## config.mk

```make
export PLATFORM = sky130hd
export DESIGN_NAME = frq_front
export DESIGN_NICKNAME = d
export VERILOG_FILES = /design/src/sv/frame_ring_queue_defines.svh /design/src/sv/frq_pkg.sv /design/src/sv/frq_front.sv
export SDC_FILE = /design/constraint.sdc
export NUM_CORES = 1
export LEC_CHECK = 0
export ABC_AREA = 1
export BUFFER_PORTS_ARGS = -buffer_cell sky130_fd_sc_hd__buf_2
export CAP_MARGIN = 10
export CELL_PAD_IN_SITES_DETAIL_PLACEMENT = 0
export CELL_PAD_IN_SITES_GLOBAL_PLACEMENT = 1
export CORE_MARGIN = 5
export CORE_UTILIZATION = 45
export CTS_BUF_LIST = sky130_fd_sc_hd__clkbuf_16
export DETAILED_ROUTE_END_ITERATION = 12
export PLACE_DENSITY = 0.79
export SETUP_SLACK_MARGIN = 0.5
export SYNTH_ARGS = -nofsm -noshare
export SYNTH_HDL_FRONTEND = slang
export SYNTH_SLANG_ARGS = --single-unit
```

## constraint.sdc

```tcl
create_clock -name clk -period 5.8 [get_ports clk]
set_clock_uncertainty 0.1 [all_clocks]
set_input_delay 0.29 -clock clk [delete_from_list [all_inputs] [get_ports clk]]
set_output_delay 0.29 -clock clk [all_outputs]
set_load 0.02 [all_outputs]
```

## src/sv/frame_ring_queue_defines.svh

```systemverilog
// Assertion helpers for the frame ring queue RTL.
// Each macro expects clk and arst_n in the scope where it is used.
`ifndef FRAME_RING_QUEUE_DEFINES_SVH
`define FRAME_RING_QUEUE_DEFINES_SVH

// The consequent must hold in the same cycle as the antecedent.
`define FRQ_ASSERT_SAME(name, ante, cons) \
	name: assert property (@(posedge clk) disable iff (!arst_n) (ante) |-> (cons)) \
		else $error("frame_ring_queue: same-cycle check failed");

// The consequent must hold in the cycle after the antecedent.
`define FRQ_ASSERT_NEXT(name, ante, cons) \
	name: assert property (@(posedge clk) disable iff (!arst_n) (ante) |=> (cons)) \
		else $error("frame_ring_queue: next-cycle check failed");

`endif

```

## src/sv/frq_pkg.sv

```systemverilog
package frq_pkg;

	// Default sizes of the ring.
	localparam int QUEUE_SLOTS_DEF = 16;
	localparam int SLOT_BYTES_DEF = 512;

	// Depth of the command queue between front and back.
	localparam int FQ_DEPTH = 2;
	localparam int FQ_PTR_W = 1;

	// Command codes.
	localparam logic [1:0] ACT_PUSH = 2'd0;
	localparam logic [1:0] ACT_POP = 2'd1;
	localparam logic [1:0] ACT_CHECK = 2'd2;
	localparam logic [1:0] ACT_FLUSH = 2'd3;

	// Result status codes.
	localparam logic [2:0] ST_PUSHED = 3'd0;
	localparam logic [2:0] ST_REJECTED = 3'd1;
	localparam logic [2:0] ST_POP_DATA = 3'd2;
	localparam logic [2:0] ST_EMPTY = 3'd3;
	localparam logic [2:0] ST_DEPTH = 3'd4;
	localparam logic [2:0] ST_FLUSHED = 3'd5;

	// Configuration register indexes.
	localparam logic CFG_MAX_FRAME = 1'b0;
	localparam logic CFG_ENTRIES = 1'b1;

	// Reset values of the configuration registers.
	localparam logic [9:0] MAX_FRAME_RST = 10'd512;
	localparam logic [4:0] ENTRIES_RST = 5'd16;

	// One classified command as it travels from front to back.
	typedef struct packed {
		logic [1:0] action;
		logic [63:0] data;
		logic [3:0] nbytes;
		logic last;
		logic [9:0] pop_limit;
	} frq_item_t;

	// Mask that keeps the lowest n bytes of a word; eight or more keeps all.
	function automatic logic [63:0] byte_mask(input logic [3:0] n);
		logic [63:0] m;
		m = '0;
		for (int i = 0; i < 8; i++) begin
			m[8*i +: 8] = (4'(i) < n) ? 8'hFF : 8'h00;
		end
		return m;
	endfunction

endpackage

```

## src/sv/frq_front.sv

```systemverilog
module frq_front (
	input logic clk,
	input logic arst_n,
	input logic start,
	output logic busy,
	input logic [1:0] action,
	input logic [63:0] data_word,
	input logic [3:0] word_bytes,
	input logic last_word,
	input logic [9:0] pop_limit,
	output frq_pkg::frq_item_t item,
	output logic avail,
	input logic take
);

	localparam int CNT_W = $clog2(frq_pkg::FQ_DEPTH + 1);

	frq_pkg::frq_item_t entry_q [frq_pkg::FQ_DEPTH];
	logic [frq_pkg::FQ_PTR_W-1:0] wptr_q;
	logic [frq_pkg::FQ_PTR_W-1:0] rptr_q;
	logic [CNT_W-1:0] cnt_q;
	logic accept;
	frq_pkg::frq_item_t cls;

	assign busy = (cnt_q == CNT_W'(frq_pkg::FQ_DEPTH));
	assign accept = start && !busy;
	assign avail = (cnt_q != '0);
	assign item = entry_q[rptr_q];

	// Classify the incoming command: work out the bytes a push word adds.
	always_comb begin
		cls.action = action;
		cls.data = data_word;
		cls.last = last_word;
		cls.pop_limit = pop_limit;
		if (!last_word) begin
			cls.nbytes = 4'd8;
		end else if (word_bytes > 4'd8) begin
			cls.nbytes = 4'd8;
		end else begin
			cls.nbytes = word_bytes;
		end
	end

	// Command storage.
	always_ff @(posedge clk) begin
		if (accept) begin
			entry_q[wptr_q] <= cls;
		end
	end

	// Queue pointers and fill count.
	always_ff @(posedge clk or negedge arst_n) begin
		if (!arst_n) begin
			wptr_q <= '0;
			rptr_q <= '0;
			cnt_q <= '0;
		end else begin
			if (accept) begin
				wptr_q <= wptr_q + frq_pkg::FQ_PTR_W'(1);
			end
			if (take) begin
				rptr_q <= rptr_q + frq_pkg::FQ_PTR_W'(1);
			end
			if (accept && !take) begin
				cnt_q <= cnt_q + CNT_W'(1);
			end else if (take && !accept) begin
				cnt_q <= cnt_q - CNT_W'(1);
			end
		end
	end

endmodule

```

==> impl_results.md <==
* Area grow syn2layout at 36.2%
* Cell taking the most area after synthesis: edfxtp_1
* Max Clk Rate at 0.324 GHz
* IO Port Bufs at 167
* Setup CP Type: flop to output port
* Die H at 130 um
* Clock-pin slew on the worst setup and hold paths at 0.06 ns
* Post-CTS resize count at 0
* Synth top area cells: edfxtp_1 (75%), mux2_4 (18%), buf_12 (2.5%), dfrtp_1 (1.5%), inv_1 (0.69%)
* # rows at 43
* Internal power at between 3 and 4 mW
* Filler cell count in the final layout at 1,014
* Commonest non-fill, non-tap cell in the layout: buf_2
* Outcome: finished clean
* Ys Warns at 0
* Max Slew Vio Count at 0
* Hold_buf cts at 79
* Endpoints failing setup at 0
* First-pass GRT wire length at approximately 18 mm
* Longest Clk Path Bufs at 2
* Post-route worst setup slack at 2.71 ns
* Fraction of layout cells with a size suffix above 1 at 50.4%
* RSZ-0062 raised after global routing: false
* Die area at 16,900 um^2
* Worst-Margin Slew at 1.03 ns
* Dpl hpwl at 7.87 mm
* H-tree lvl count at 4
* Routed Antenna Nets at 0
* GR Overflow Total at 0
* Placed cells at 630
* Switching part of the total power at 30.6%
* Cell Area, Synth at 6490 um^2
* Max-cap violation count at 0
* Worst Path Required at 5.41 ns
* Via-to-Cell Ratio at 4.61
* Yosys top cell area share at 74.9%
* Effective utilization at floorplan at 46.4%
* Synthesized Nets at roughly 380
* Setup TNS at 0 ns
* Routed len/inst at 16.4 um
* Leakage at 3.64 nW
* Initial antenna violation count at 0
* Pre-Repair DR Iteration Count at 4
* Hold WC Path Type: primary input to async pin
* Worst slew margin at 31.3%
* Vias after detailed routing at 3,412
* Sequential area share after synthesis at 76.5%
* Worst Path Max Fanout at between 50 and 60
* CTS Buf Count at 17
* Gpl congestion at 0.748
* Pre-CTS WS at just over 3 ns
* Die width at between 100 and 150 um
* VDD IR max at 0.312 mV
* # DRC at 0
* Core area at 14,000 um^2
* Crit path DAT at 2.70 ns
* Clk Latency, worst-skew pair at 0.41 ns
* All-Layer GR Usage at approximately 14%
* Combinational share of power at 32.6%
* Average size of a mapped cell at 22.5 um^2
* Total Wirelength at 12.1 mm
* Yosys reg bits at 166
* # diodes at 0
* Clk root buf: clkbuf_16
* Largest net degree at the start of global routing at 53
* Fin. Hold Viols at 0
* DR iter-0 viols at 274
* Final min period at 3.09 ns
* Finished Layout Cells at 740
* Vias in the first global route at roughly 3,700
* Crit share post-route at 53.3%
* Design Power at 4.44 mW
* IO Count at 168
* Layout Nets at 634
* CP Launch Type: flop
* WHS at 0.106 ns
* Post-CTS Setup Repair Bufs at 0
* PwrDens at approximately 500 nW/um^2
* CTS tree: yes
* Clk sinks at 166
* NetSw at 1.36 mW
* Post-Syn Instances at 289
* Netlist cell types at 15
* Sequential power share at between 40% and 50%
* Most frequent cells in the layout: buf_2 (167), edfxtp_1 (162), mux2_4 (79), dlygate4sd3_1 (79), clkbuf_16 (17)
* Clock power share at 26.7%
* Crit end category: output port
==> routing by layer <==
metal | vias to the layer above | track usage (%) | part of all wire, %
li1 | 1629 | - | -
met1 | 1655 | 16.1 | 40
met2 | 115 | 25.4 | 51
met3 | 13 | 4.42 | 7.8
met4 | 0 | 5.44 | 1.5
met5 | - | 0 | 0
==> sequential cells by signal (all words and copies together) (netlist names) <==
name	flops
wptr_q	1
entry_q	162
cnt_q	2
rptr_q	1
==> cell usage after synthesis <==
master and number:
buf_12 8, buf_6 1, dfrtp_1 4, edfxtp_1 162
ha_1 1, inv_1 12, mux2_2 2, mux2_4 79
nand2_1 9, nand3_1 1, nand4_1 1, nor2_1 6
o21ai_0 1, xnor2_1 1, xor2_1 1
==> power by group through the flow <==
stage / clock, mW / sequential (mW) / combinational (mW)
6_report: 1.18 / 1.80 / 1.45
3_3_place_gp: 0 / 1.82 / 1.41
3_5_place_dp: 0 / 1.84 / 1.42
2_1_floorplan: 0 / 1.73 / 1.22
5_1_grt: 1.26 / 1.83 / 1.53
4_1_cts: 1.21 / 1.81 / 1.47
==> through the flow <==
stage               area, um^2  util [%]
floorplan                 6490         -
global placement          7420      53.0
detailed placement        7420      53.0
CTS                       8840      63.2
global route              8840      63.2
finish                    8840      63.2
==> area by class of cell <==
class / instances / area (um^2) / share of cell area (%)
sequential: 166 / 4970 / 56.2
timing repair buffer: 249 / 1650 / 18.6
clock buffer: 17 / 425 / 4.81
inverter: 12 / 46.3 / 0.523
multi-input combinational: 102 / 1320 / 14.9
clock inverter: 14 / 210 / 2.38
tap: 180 / 225 / 2.55
==> critical path: stages (launching register included) <==
cell,delay [ns]
dfrtp_4,1.07
buf_4,0.63
mux2_4,0.36
buf_2,0.16
==> path summary, 6_finish.rpt <==
kind / startpoint / depth (start not counted) / to / slack, ns
max in group asynchronous: arst_n / 2 / rptr_q / 5.36
max reg2reg: cnt_q[1] / 4 / entry_q[1][25] / 3.14
min: arst_n / 2 / rptr_q / 0.11
min reg2reg: cnt_q[1] / 2 / cnt_q[1] / 0.37
min in group clk: word_bytes[2] / 3 / entry_q[0][13] / 0.12
max: rptr_q / 3 / item[23] / 2.71
==> cell families (layout without fill, tap and decap cells) <==
group                      after synthesis  after routing  synth area share [%]
adders and majority gates                1              1                 0.193
DFF                                    166            166                  76.5
muxes                                   81             81                  18.6
xor gates and xnor gates                 2              2                 0.270
and+or+nand+nor                         17             17                  1.04
buffers and inverters                   21            292                  3.33
AOI/OAI and AO/OA                        1              1                0.0770
Note: power is estimated with default switching activity, not from simulation.
